<file path="src/hw/rtl/crs_pkg.sv">
`default_nettype none

package crs_pkg;

	// fixed point setup of phase and ratio
	localparam int FRAC_BITS = 12;
	localparam int IP_BITS   = (FRAC_BITS > 12) ? 12 : FRAC_BITS;
	localparam int SAMPLE_W  = 16;
	localparam int RATIO_W   = 15;
	localparam int PHASE_W   = FRAC_BITS + 3;
	localparam int FILL_W    = 3;

	localparam int PH_ONE_I = 1 << FRAC_BITS;
	localparam logic [PHASE_W-1:0] PH_ONE    = PHASE_W'(PH_ONE_I);
	localparam logic [PHASE_W-1:0] RATIO_MIN = PHASE_W'(PH_ONE_I >> 2);
	localparam logic [PHASE_W-1:0] RATIO_MAX = PHASE_W'(PH_ONE_I << 2);
	localparam logic [RATIO_W-1:0] RATIO_RESET = RATIO_W'(4096);
	localparam logic [FILL_W-1:0]  FILL_FULL   = FILL_W'(4);

	// Horner datapath widths
	localparam int COEF_W    = 22;
	localparam int ACC_W     = 3 * IP_BITS + 22;
	localparam int LO_W      = 30;
	localparam int HI_W      = ACC_W - LO_W;
	localparam int MUL_A_W   = LO_W + 1;
	localparam int MUL_B_W   = IP_BITS + 1;
	localparam int PROD_W    = MUL_A_W + MUL_B_W;
	localparam int DIV_SHIFT = 3 * IP_BITS + 1;
	localparam int QUO_W     = ACC_W - DIV_SHIFT;

	localparam int HORNER_W = 2;
	localparam logic [HORNER_W-1:0] HORNER_K2 = 2'd0;
	localparam logic [HORNER_W-1:0] HORNER_K1 = 2'd1;
	localparam logic [HORNER_W-1:0] HORNER_Y1 = 2'd2;

	localparam logic signed [QUO_W-1:0] QUO_MAX = QUO_W'(32767);
	localparam logic signed [QUO_W-1:0] QUO_MIN = QUO_W'(-32768);

	function automatic logic [PHASE_W-1:0] clamp_ratio(input logic [RATIO_W-1:0] ratio);
		logic [31:0] r;
		r = 32'(ratio);
		if (r < 32'(RATIO_MIN)) begin
			r = 32'(RATIO_MIN);
		end else if (r > 32'(RATIO_MAX)) begin
			r = 32'(RATIO_MAX);
		end
		return PHASE_W'(r);
	endfunction

	function automatic logic is_unity(input logic [RATIO_W-1:0] ratio);
		return 32'(ratio) == 32'(PH_ONE_I);
	endfunction

endpackage

`default_nettype wire

</file>
<file path="src/hw/rtl/cubic_pitch_resampler.sv">
`default_nettype none

// Cubic pitch resampler: signed 16-bit audio in, resampled audio out.
// Input channel: in_valid / in_stall / in_sample; an item is taken when
//   in_valid is high and in_stall is low. in_stall is high while an item
//   is being worked on.
// Output channel: out_valid / out_stall / out_sample / last_of_run; zero
//   to four items per input item, last_of_run marks the final one.
// Config: pitch_ratio (12 fraction bits) is written when cfg_wr_en is high;
//   write only while idle. Values outside 0.25..4.0 are clamped.
// Sequence: an accept step, a coefficient step, then per result three
//   Horner steps (each a low and a high multiply on one shared 31x13
//   multiplier) and a round/saturate/emit step. An item gives at most
//   four results. Ratio exactly 1.0 is a straight pass-through with one
//   result.
// Unless the ratio is exactly 1.0, the first three items after reset prime
//   the four-sample history and give no result.
// Reset: history cleared, phase = 1.0, ratio = 1.0, output empty.
// Output stall: the result sits in the output register; the sequencer
//   waits in its emit step until the register frees up, nothing is lost.
module cubic_pitch_resampler (
	input  wire logic                                 clk,
	input  wire logic                                 arst_n,
	input  wire logic                                 in_valid,
	output logic                                      in_stall,
	input  wire logic signed [crs_pkg::SAMPLE_W-1:0]  in_sample,
	output logic                                      out_valid,
	input  wire logic                                 out_stall,
	output logic signed [crs_pkg::SAMPLE_W-1:0]       out_sample,
	output logic                                      last_of_run,
	input  wire logic                                 cfg_wr_en,
	input  wire logic [crs_pkg::RATIO_W-1:0]          pitch_ratio
);

	typedef enum logic [2:0] {
		ST_IDLE,
		ST_PASS,
		ST_COEF,
		ST_MUL_LO,
		ST_MUL_HI,
		ST_EMIT
	} state_t;

	state_t state_q;

	logic [crs_pkg::RATIO_W-1:0]              pitch_ratio_q;
	logic signed [crs_pkg::SAMPLE_W-1:0]      hist_q [4];
	logic [crs_pkg::FILL_W-1:0]               fill_q;
	logic [crs_pkg::PHASE_W-1:0]              phase_q;
	logic [crs_pkg::PHASE_W-1:0]              step_q;
	logic signed [crs_pkg::COEF_W-1:0]        k1_q, k2_q, k3_q;
	logic signed [crs_pkg::ACC_W-1:0]         acc_q;
	logic signed [crs_pkg::PROD_W-1:0]        prod_lo_q;
	logic [crs_pkg::HORNER_W-1:0]             idx_q;
	logic                                     out_valid_q;
	logic signed [crs_pkg::SAMPLE_W-1:0]      out_sample_q;
	logic                                     last_of_run_q;

	// handshake
	logic in_take, out_free, out_load;
	assign in_stall  = (state_q != ST_IDLE);
	assign in_take   = in_valid && !in_stall;
	assign out_free  = !out_valid_q || !out_stall;
	assign out_load  = out_free && (state_q == ST_EMIT || state_q == ST_PASS);
	assign out_valid   = out_valid_q;
	assign out_sample  = out_sample_q;
	assign last_of_run = last_of_run_q;

	// phase bookkeeping
	logic [crs_pkg::FILL_W-1:0]  fill_nxt;
	logic [crs_pkg::PHASE_W-1:0] phase_sub, phase_sum;
	logic                        emit_last;
	logic [crs_pkg::IP_BITS-1:0] frac;

	assign fill_nxt  = (fill_q < crs_pkg::FILL_FULL) ? fill_q + crs_pkg::FILL_W'(1) : fill_q;
	assign phase_sub = (phase_q >= crs_pkg::PH_ONE) ? phase_q - crs_pkg::PH_ONE : '0;
	assign phase_sum = phase_q + step_q;
	assign emit_last = (phase_sum >= crs_pkg::PH_ONE);
	assign frac      = phase_q[crs_pkg::FRAC_BITS-1 -: crs_pkg::IP_BITS];

	// cubic coefficients from the shifted history (y3 newest)
	logic signed [crs_pkg::COEF_W-1:0] y0, y1, y2, y3, d12;
	logic signed [crs_pkg::COEF_W-1:0] k1_c, k2_c, k3_c;
	assign y0   = crs_pkg::COEF_W'(hist_q[0]);
	assign y1   = crs_pkg::COEF_W'(hist_q[1]);
	assign y2   = crs_pkg::COEF_W'(hist_q[2]);
	assign y3   = crs_pkg::COEF_W'(hist_q[3]);
	assign d12  = y1 - y2;
	assign k1_c = y2 - y0;
	assign k2_c = (y0 <<< 1) - ((y1 <<< 2) + y1) + (y2 <<< 2) - y3;
	assign k3_c = y3 - y0 + (d12 <<< 1) + d12;

	// shared multiplier: accumulator split in a low unsigned and a high signed half
	logic signed [crs_pkg::MUL_A_W-1:0] mul_a;
	logic signed [crs_pkg::MUL_B_W-1:0] mul_b;
	logic signed [crs_pkg::PROD_W-1:0]  mul_prod;
	assign mul_a = (state_q == ST_MUL_HI) ?
		crs_pkg::MUL_A_W'($signed(acc_q[crs_pkg::ACC_W-1:crs_pkg::LO_W])) :
		$signed({1'b0, acc_q[crs_pkg::LO_W-1:0]});
	assign mul_b    = $signed({1'b0, frac});
	assign mul_prod = mul_a * mul_b;

	logic signed [crs_pkg::ACC_W-1:0] addend, acc_next;
	always_comb begin
		case (idx_q)
			crs_pkg::HORNER_K2: addend = crs_pkg::ACC_W'(k2_q) <<< crs_pkg::IP_BITS;
			crs_pkg::HORNER_K1: addend = crs_pkg::ACC_W'(k1_q) <<< (2 * crs_pkg::IP_BITS);
			default:            addend = crs_pkg::ACC_W'(hist_q[1]) <<< crs_pkg::DIV_SHIFT;
		endcase
	end
	assign acc_next = (crs_pkg::ACC_W'(mul_prod) <<< crs_pkg::LO_W)
		+ crs_pkg::ACC_W'(prod_lo_q) + addend;

	// divide by 2*U^3, truncating toward zero, then saturate
	logic signed [crs_pkg::ACC_W-1:0]    bias, biased;
	logic signed [crs_pkg::QUO_W-1:0]    quo;
	logic signed [crs_pkg::SAMPLE_W-1:0] result;
	assign bias   = acc_q[crs_pkg::ACC_W-1] ?
		$signed({{(crs_pkg::ACC_W - crs_pkg::DIV_SHIFT){1'b0}}, {crs_pkg::DIV_SHIFT{1'b1}}}) : '0;
	assign biased = acc_q + bias;
	assign quo    = crs_pkg::QUO_W'(biased >>> crs_pkg::DIV_SHIFT);
	always_comb begin
		if (quo > crs_pkg::QUO_MAX) begin
			result = crs_pkg::SAMPLE_W'(crs_pkg::QUO_MAX);
		end else if (quo < crs_pkg::QUO_MIN) begin
			result = crs_pkg::SAMPLE_W'(crs_pkg::QUO_MIN);
		end else begin
			result = crs_pkg::SAMPLE_W'(quo);
		end
	end

	always_ff @(posedge clk or negedge arst_n) begin
		if (!arst_n) begin
			state_q       <= ST_IDLE;
			pitch_ratio_q <= crs_pkg::RATIO_RESET;
			for (int i = 0; i < 4; i++) hist_q[i] <= '0;
			fill_q        <= '0;
			phase_q       <= crs_pkg::PH_ONE;
			step_q        <= crs_pkg::PH_ONE;
			k1_q          <= '0;
			k2_q          <= '0;
			k3_q          <= '0;
			acc_q         <= '0;
			prod_lo_q     <= '0;
			idx_q         <= crs_pkg::HORNER_K2;
			out_valid_q   <= 1'b0;
			out_sample_q  <= '0;
			last_of_run_q <= 1'b0;
		end else begin
			if (cfg_wr_en) pitch_ratio_q <= pitch_ratio;
			if (out_load) begin
				out_valid_q <= 1'b1;
			end else if (out_valid_q && !out_stall) begin
				out_valid_q <= 1'b0;
			end

			case (state_q)
				ST_IDLE: begin
					if (in_take) begin
						hist_q[0] <= hist_q[1];
						hist_q[1] <= hist_q[2];
						hist_q[2] <= hist_q[3];
						hist_q[3] <= in_sample;
						fill_q    <= fill_nxt;
						if (crs_pkg::is_unity(pitch_ratio_q)) begin
							state_q <= ST_PASS;
						end else if (fill_nxt == crs_pkg::FILL_FULL) begin
							phase_q <= phase_sub;
							step_q  <= crs_pkg::clamp_ratio(pitch_ratio_q);
							if (phase_sub < crs_pkg::PH_ONE) state_q <= ST_COEF;
						end
					end
				end
				ST_PASS: begin
					if (out_free) begin
						out_sample_q  <= hist_q[3];
						last_of_run_q <= 1'b1;
						state_q       <= ST_IDLE;
					end
				end
				ST_COEF: begin
					k1_q    <= k1_c;
					k2_q    <= k2_c;
					k3_q    <= k3_c;
					acc_q   <= crs_pkg::ACC_W'(k3_c);
					idx_q   <= crs_pkg::HORNER_K2;
					state_q <= ST_MUL_LO;
				end
				ST_MUL_LO: begin
					prod_lo_q <= mul_prod;
					state_q   <= ST_MUL_HI;
				end
				ST_MUL_HI: begin
					acc_q <= acc_next;
					if (idx_q == crs_pkg::HORNER_Y1) begin
						state_q <= ST_EMIT;
					end else begin
						idx_q   <= idx_q + crs_pkg::HORNER_W'(1);
						state_q <= ST_MUL_LO;
					end
				end
				ST_EMIT: begin
					if (out_free) begin
						out_sample_q  <= result;
						last_of_run_q <= emit_last;
						phase_q       <= phase_sum;
						if (emit_last) begin
							state_q <= ST_IDLE;
						end else begin
							acc_q   <= crs_pkg::ACC_W'(k3_q);
							idx_q   <= crs_pkg::HORNER_K2;
							state_q <= ST_MUL_LO;
						end
					end
				end
				default: state_q <= ST_IDLE;
			endcase
		end
	end

	// phase is at or above one whenever the block waits for an item
	a_idle_phase: assert property (@(posedge clk) disable iff (!arst_n)
		state_q == ST_IDLE |-> phase_q >= crs_pkg::PH_ONE)
		else $error("phase below one while idle");

	// every evaluation runs at a fraction strictly below one
	a_eval_phase: assert property (@(posedge clk) disable iff (!arst_n)
		(state_q == ST_MUL_LO || state_q == ST_MUL_HI || state_q == ST_EMIT)
		|-> phase_q < crs_pkg::PH_ONE)
		else $error("evaluation with phase at or above one");

	// step in use is always within the clamp range
	a_step_range: assert property (@(posedge clk) disable iff (!arst_n)
		(state_q == ST_MUL_LO || state_q == ST_MUL_HI || state_q == ST_EMIT)
		|-> (step_q >= crs_pkg::RATIO_MIN && step_q <= crs_pkg::RATIO_MAX))
		else $error("step outside clamp range");

	// a new result only comes from the emit or pass-through step
	a_out_src: assert property (@(posedge clk) disable iff (!arst_n)
		$rose(out_valid_q) |-> ($past(state_q) == ST_EMIT || $past(state_q) == ST_PASS))
		else $error("output loaded outside emit");

endmodule

`default_nettype wire
</file>
<file path="config.mk">
export PLATFORM = sky130hd
export DESIGN_NAME = cubic_pitch_resampler
export DESIGN_NICKNAME = d
export VERILOG_FILES = /design/src/hw/rtl/crs_pkg.sv /design/src/hw/rtl/cubic_pitch_resampler.sv
export SDC_FILE = /design/constraint.sdc
export NUM_CORES = 2
export LEC_CHECK = 0
export ABC_AREA = 1
export BUFFER_PORTS_ARGS = -buffer_cell sky130_fd_sc_hd__buf_4
export CAP_MARGIN = 20
export CORE_ASPECT_RATIO = 0.7
export CORE_MARGIN = 2
export CORE_UTILIZATION = 55
export CTS_CLUSTER_SIZE = 10
export DETAILED_ROUTE_END_ITERATION = 10
export PLACE_DENSITY = 0.72
export SETUP_SLACK_MARGIN = 0.1
export SYNTH_ARGS = -nofsm -noshare
export SYNTH_HDL_FRONTEND = slang
export SYNTH_SLANG_ARGS = --single-unit
</file>
<file path="constraint.sdc">
create_clock -name clk -period 10.6 [get_ports clk]
set_input_delay 3.18 -clock clk [delete_from_list [all_inputs] [get_ports clk]]
set_output_delay 3.18 -clock clk [all_outputs]
set_load 0.01 [all_outputs]
</file>
After elaboration in Yosys (flattened, before gate mapping)

Cells that the tools add are included.

Add/sub/neg operators: 16
Multiply operators: 1
Magnitude comparators: 8
Equal/unequal tests: 18
Mux-type cells: 38
Bitwise gates (word level): 1
Reductions and logical operators: 22

Operators with widths:

| cell                   | number |
|---|---|
| $pmux W58 S3           | 1 |
| $mux W58               | 2 |
| $pmux W58 S2           | 1 |
| $mux W15               | 7 |
| $mux W16               | 4 |
| $add A58 B38 Y58       | 1 |
| $add A58 B44 Y58       | 1 |
| $add A58 B58 Y58       | 1 |
| $sub A16 B16 Y17       | 3 |
| $mul A31 B13 Y44       | 1 |
| $mux W37               | 1 |
| $pmux W16 S2           | 1 |
| $mux W31               | 1 |
| $ge A15 B13 Y1 const B | 2 |
| $pmux W15 S2           | 1 |
| $mux W3                | 8 |
| $sub A21 B16 Y22       | 1 |
| $add A20 B18 Y21       | 1 |
| $gt A21 B16 Y1 const B | 1 |
| $lt A21 B16 Y1 const B | 1 |
| $add A19 B17 Y20       | 1 |
| $sub A17 B19 Y20       | 1 |
| $add A17 B18 Y19       | 1 |
| $add A18 B16 Y19       | 1 |
| 33 further kinds       | 60 |

Bits in registers: 303
Output and inout port bits: 19

Depth between registers and ports, before layout

Word-level depth: 8
Depth in mapped cells: 42

Least setup slack after synthesis

OpenSTA, ideal clock, no wires.

Path kind: register to register
From: register state_q[1]
To: register acc_q[50] (netlist name)
Library setup time: 0.121 ns
Arrival: 7.391 ns
Slack: 3.088 ns
Stages on the path, launching flop included: 38
Buffers on the path: 1
Period minus slack after synthesis: 7.512 ns
Cell sequence: dfrtp_1 > nor2_1 > nand2_1 > inv_1 > clkbuf_1 > or2_2 > o21ai_0 > inv_1 > nand2_1 > fa_1 > fa_1 > inv_1 > fa_1 > fa_1 > inv_1 > fa_1 > inv_1 > ha_1 > [... 2 more ...] > a21oi_1 > a21boi_0 > o21ai_1 > xnor2_1 > fa_1 > inv_1 > ha_1 > nand2_1 > nor2_1 > inv_1 > nor4_1 > nand3_1 > nand3_1 > a21oi_1 > o21ai_0 > nand2_1 > nand2_1 > o21ai_1

Word-level cells in the longest chain between the ends: 6
Elaborated cells on any way between the ends: 12
Those cells by class: add/sub (2); mul (1); eq/ne (5); mux (2); reduce/logical (2)

RTL lines:

| element                | line                                                      | RTL |
|---|---|---|
| start, declared        | cubic_pitch_resampler.sv:44                               | `state_t state_q;` |
| start signal, assigned | cubic_pitch_resampler.sv:134                              | `state_q <= ST_IDLE;` |
| start signal, assigned | cubic_pitch_resampler.sv:166                              | `state_q <= ST_PASS;` |
| start signal, assigned | cubic_pitch_resampler.sv:170                              | `if (phase_sub < crs_pkg::PH_ONE) state_q <= ST_COEF;` |
| $eq A3 B3 Y1           | cubic_pitch_resampler.sv:97, cubic_pitch_resampler.sv:157 |  |
| $mux W31               | cubic_pitch_resampler.sv:97                               | `assign mul_a = (state_q == ST_MUL_HI) ?` |
| $mul A31 B13 Y44       | cubic_pitch_resampler.sv:101                              | `assign mul_prod = mul_a * mul_b;` |
| $add A58 B44 Y58       | cubic_pitch_resampler.sv:112                              | `+ crs_pkg::ACC_W'(prod_lo_q) + addend;` |
| $add A58 B58 Y58       | cubic_pitch_resampler.sv:112                              |  |
| $pmux W58 S3           | cubic_pitch_resampler.sv:157                              | `case (state_q)` |
| end signal, assigned   | cubic_pitch_resampler.sv:185                              | `acc_q <= crs_pkg::ACC_W'(k3_c);` |
| end signal, assigned   | cubic_pitch_resampler.sv:194                              | `acc_q <= acc_next;` |
| end signal, assigned   | cubic_pitch_resampler.sv:210                              | `acc_q <= crs_pkg::ACC_W'(k3_q);` |
| end, declared          | cubic_pitch_resampler.sv:52                               | `logic signed [crs_pkg::ACC_W-1:0] acc_q;` |

Several ways; a longest one is shown, not always the timed one.
A chain may end at the register's enable or synchronous reset.

Final worst setup path

From: register state_q[1]
To: register acc_q[55] (netlist name)

The elaborated chain is that of the path after synthesis.

==> impl_metrics.tcl <==
set metrics [dict create \
    crit_required_ns 11.05 \
    antenna_found_initial 8 \
    syn-num-nets 5937 \
    routedWlPerCell_um 22.33 \
    max_cap_violations 0 \
    die_area_mm2 0.07156 \
    syn_area_per_cell_um2 7.392 \
    min_period_over_period_pct 91.86 \
    via_per_inst 5.695 \
    skew_ns 0.02094 \
    ys_types 57 \
    worstReg2RegStart "state_q[1]$_DFFE_PN0P_" \
    clk_latency_ns 0.57 \
    min-delay-path-class "register to register" \
    drc_errors 0 \
    syn2layout_area_growth_pct 6.877 \
    grt_pass1_vias 32387 \
    rsz0062_at_grt "no" \
    critPathLaunchType "register" \
    first_pass_iters 6 \
    hold_depth 2 \
    cts.clk_slew.worst_paths_ns 0.06 \
    cts_sinks 296 \
    cts_root_buf "clkbuf_16" \
    vias 34837 \
    num_io_pins 55 \
    cts_setup_buffers 0 \
    drive_gt1_share_pct 5.315 \
    critical-path-top-cell-by-count "inv_1" \
    netlist_area_mm2 0.03817 \
    yosysWarnings 0 \
    layout.nets 5970 \
    r2r_slack_ns 0.86 \
    grt_pass1_wl_um 204800 \
    post-route-min-period_ns 9.737 \
    drtIter0Drc 4526 \
    coreArea_mm2 0.06837 \
    ys_seq_area_share_pct 19.42 \
    fin_setup_tns_ns 0 \
    r2r-end "acc_q[55]$_DFFE_PN0P_" \
    grt_max_degree 127 \
    fp-row-count 80 \
    ys_ff_latch 296 \
    tightest_slew_ns 1.183 \
    reg2reg_depth 36 \
    ctsHoldBuffers 0 \
    crit_path_max_incr_delay_ns 0.70 \
    finalSetupViolCount 0 \
    die_h_um 224.4 \
    io_buffer_count 54 \
    async_flop_share_pct 100.0 \
    critPathKind "register to register" \
    synth_ff_type "dfrtp_1" \
    cts_buffers 38 \
    max_freq_mhz 102.7 \
    grt.overflow.total 0 \
    hold_violations 0 \
    crit_path_end_kind "register" \
    drt_wl_total_um 136600 \
    clk_path_buf_depth 3 \
    ant_nets 0 \
    start_util_pct 55.83 \
    h-tree-depth 2 \
    status "finished, final reports clean" \
    critPathMaxFanout 21 \
    relSlewSlack_pct 20.29 \
    synth_edf_count 0 \
    hp-start "k3_q[13]$_DFFE_PN0P_" \
    routabilityCongestion 1.068 \
    grt_usage_pct 38.54 \
    cp_slowest_cell "inv_1" \
    hold_end "k3_q[13]$_DFFE_PN0P_" \
    die_w_um 318.9 \
    slew_viol_final 0 \
    arrival_ns 10.19 \
    dp_hpwl_um 115300 \
    ctsResizeCount 0 \
    tritoncts "yes" \
    synthCells 5164 \
]
==> cell usage after synthesis, types with 6 or more instances <==
library cell  number  share of area (%)
nand2_1         1275                 13
inv_1            973                9.6
nor2_1           465                4.6
fa_1             445                 23
o21ai_0          328                4.3
a21oi_1          310                4.1
dfrtp_1          293                 19
ha_1             292                9.6
nand3_1          174                2.3
clkbuf_1          99               0.97
xor2_1            66                1.5
or2_2             52               0.85
o21ai_1           40               0.52
xnor2_1           37               0.85
nor3_1            35               0.46
nand4_1           28               0.46
a21o_1            24               0.47
a31oi_1           23               0.38
o21bai_1          20               0.39
inv_2             19               0.19
o211ai_1          14               0.28
nor4_1            12               0.20
o31ai_1           11               0.22
a21boi_0          10               0.20
buf_2             10               0.13
o21a_1             9               0.18
o22ai_1            9               0.15
buf_1              8              0.079
buf_6              8               0.24
nor2_2             8               0.13
a22o_1             6               0.14
nand3b_1           6               0.12
==> worst max-delay path by stage <==
stage | slack (ns) | end | depth (start not counted) | startpoint
2_1_floorplan | 3.09 | acc_q[50]$_DFFE_PN0P_ | 37 | state_q[1]$_DFFE_PN0P_
3_3_place_gp | 1.05 | acc_q[55]$_DFFE_PN0P_ | 36 | state_q[1]$_DFFE_PN0P_
3_5_place_dp | 1.10 | acc_q[51]$_DFFE_PN0P_ | 36 | state_q[1]$_DFFE_PN0P_
4_1_cts | 1.04 | acc_q[51]$_DFFE_PN0P_ | 36 | state_q[1]$_DFFE_PN0P_
5_1_grt | 0.38 | acc_q[51]$_DFFE_PN0P_ | 36 | state_q[1]$_DFFE_PN0P_
6_report | 0.86 | acc_q[55]$_DFFE_PN0P_ | 36 | state_q[1]$_DFFE_PN0P_
==> kinds of logic (layout without fill, tap and decap cells) <==
family	after synthesis	in the layout	share of synthesized area [%]
other	0	3	0
AO/OA/AOI/OAI	824	824	11.74
XOR/XNOR	105	105	2.449
AND/OR/NAND/NOR	2079	2079	22.16
flip-flops	296	296	19.42
multiplexers	3	3	0.08850
adder cells (fa/ha/maj)	737	737	32.91
buffers and inverters	1120	1168	11.23
==> through the flow <==
step | utilization (%) | instances | hold WS (ns) | area [um2] | setup WS, ns
floorplan | - | 5164 | 0.4492 | 38170 | 3.088
global placement | 58.03 | 6057 | 0.4649 | 39680 | 1.048
detailed placement | 58.03 | 6057 | 0.4655 | 39680 | 1.099
CTS | 59.64 | 6112 | 0.4806 | 40770 | 1.044
global route | 59.66 | 6114 | 0.4993 | 40790 | 0.3844
finish | 59.67 | 6117 | 0.4778 | 40800 | 0.8631
==> routing by layer <==
layer  up-vias  global-route usage [%]  wire [um]  share of wire, %
met2      1859                   47.16      48740                36
met4         4                   4.984       1557               1.1
li1      16094                       -          -                 -
met3       100                   18.29      22810                17
met1     16780                   60.97      63460                46
met5         -                       0         33             0.024
==> registers in the layout (all words and copies together) (netlist names), 3 cells and up <==
register       flops
state_q            3
phase_q           15
k1_q              17
hist_q            64
pitch_ratio_q     15
k3_q              20
fill_q             3
out_sample        16
k2_q              22
step_q            15
acc_q             58
prod_lo_q         44
==> cell type report <==
cell class | instances | area, um2
Timing Repair Buffer | 121 | 940.9
Tap cell | 902 | 1129
Clock inverter | 7 | 67.56
Fill cell | 6414 | 27570
Multi-Input combinational cell | 3748 | 26490
Clock buffer | 48 | 1030
Sequential cell | 296 | 7411
Inverter | 992 | 3724
Antenna cell | 3 | 7.507
==> worst max-delay path, delay by kind of cell (launching register included) <==
family / cells / cell delay (ns)
buf+inv: 7 / 1.44
flops: 1 / 0.40
compound gates: 7 / 1.41
simple gates: 13 / 2.27
xor+xnor: 1 / 0.17
fa+ha+maj: 8 / 3.93
==> cell usage in the layout (no fill, tap or decap), drive strengths merged, types with 14 or more instances in the layout <==
cell and count:
inv 995, buf 119, o211ai 14, o21bai 20, nor2 478, nand4 29
nand3 176, ha 292, a21oi 311, xor2 68, a31oi 23, o21ai 368
nand2 1282, xnor2 37, dfrtp 293, or2 52, nor3 35, clkbuf 50
a21o 24, fa 445
Power is left out: the tool's default activity adds up to more than one toggle a clock period on the data nets, which glitch-free logic cannot reach.
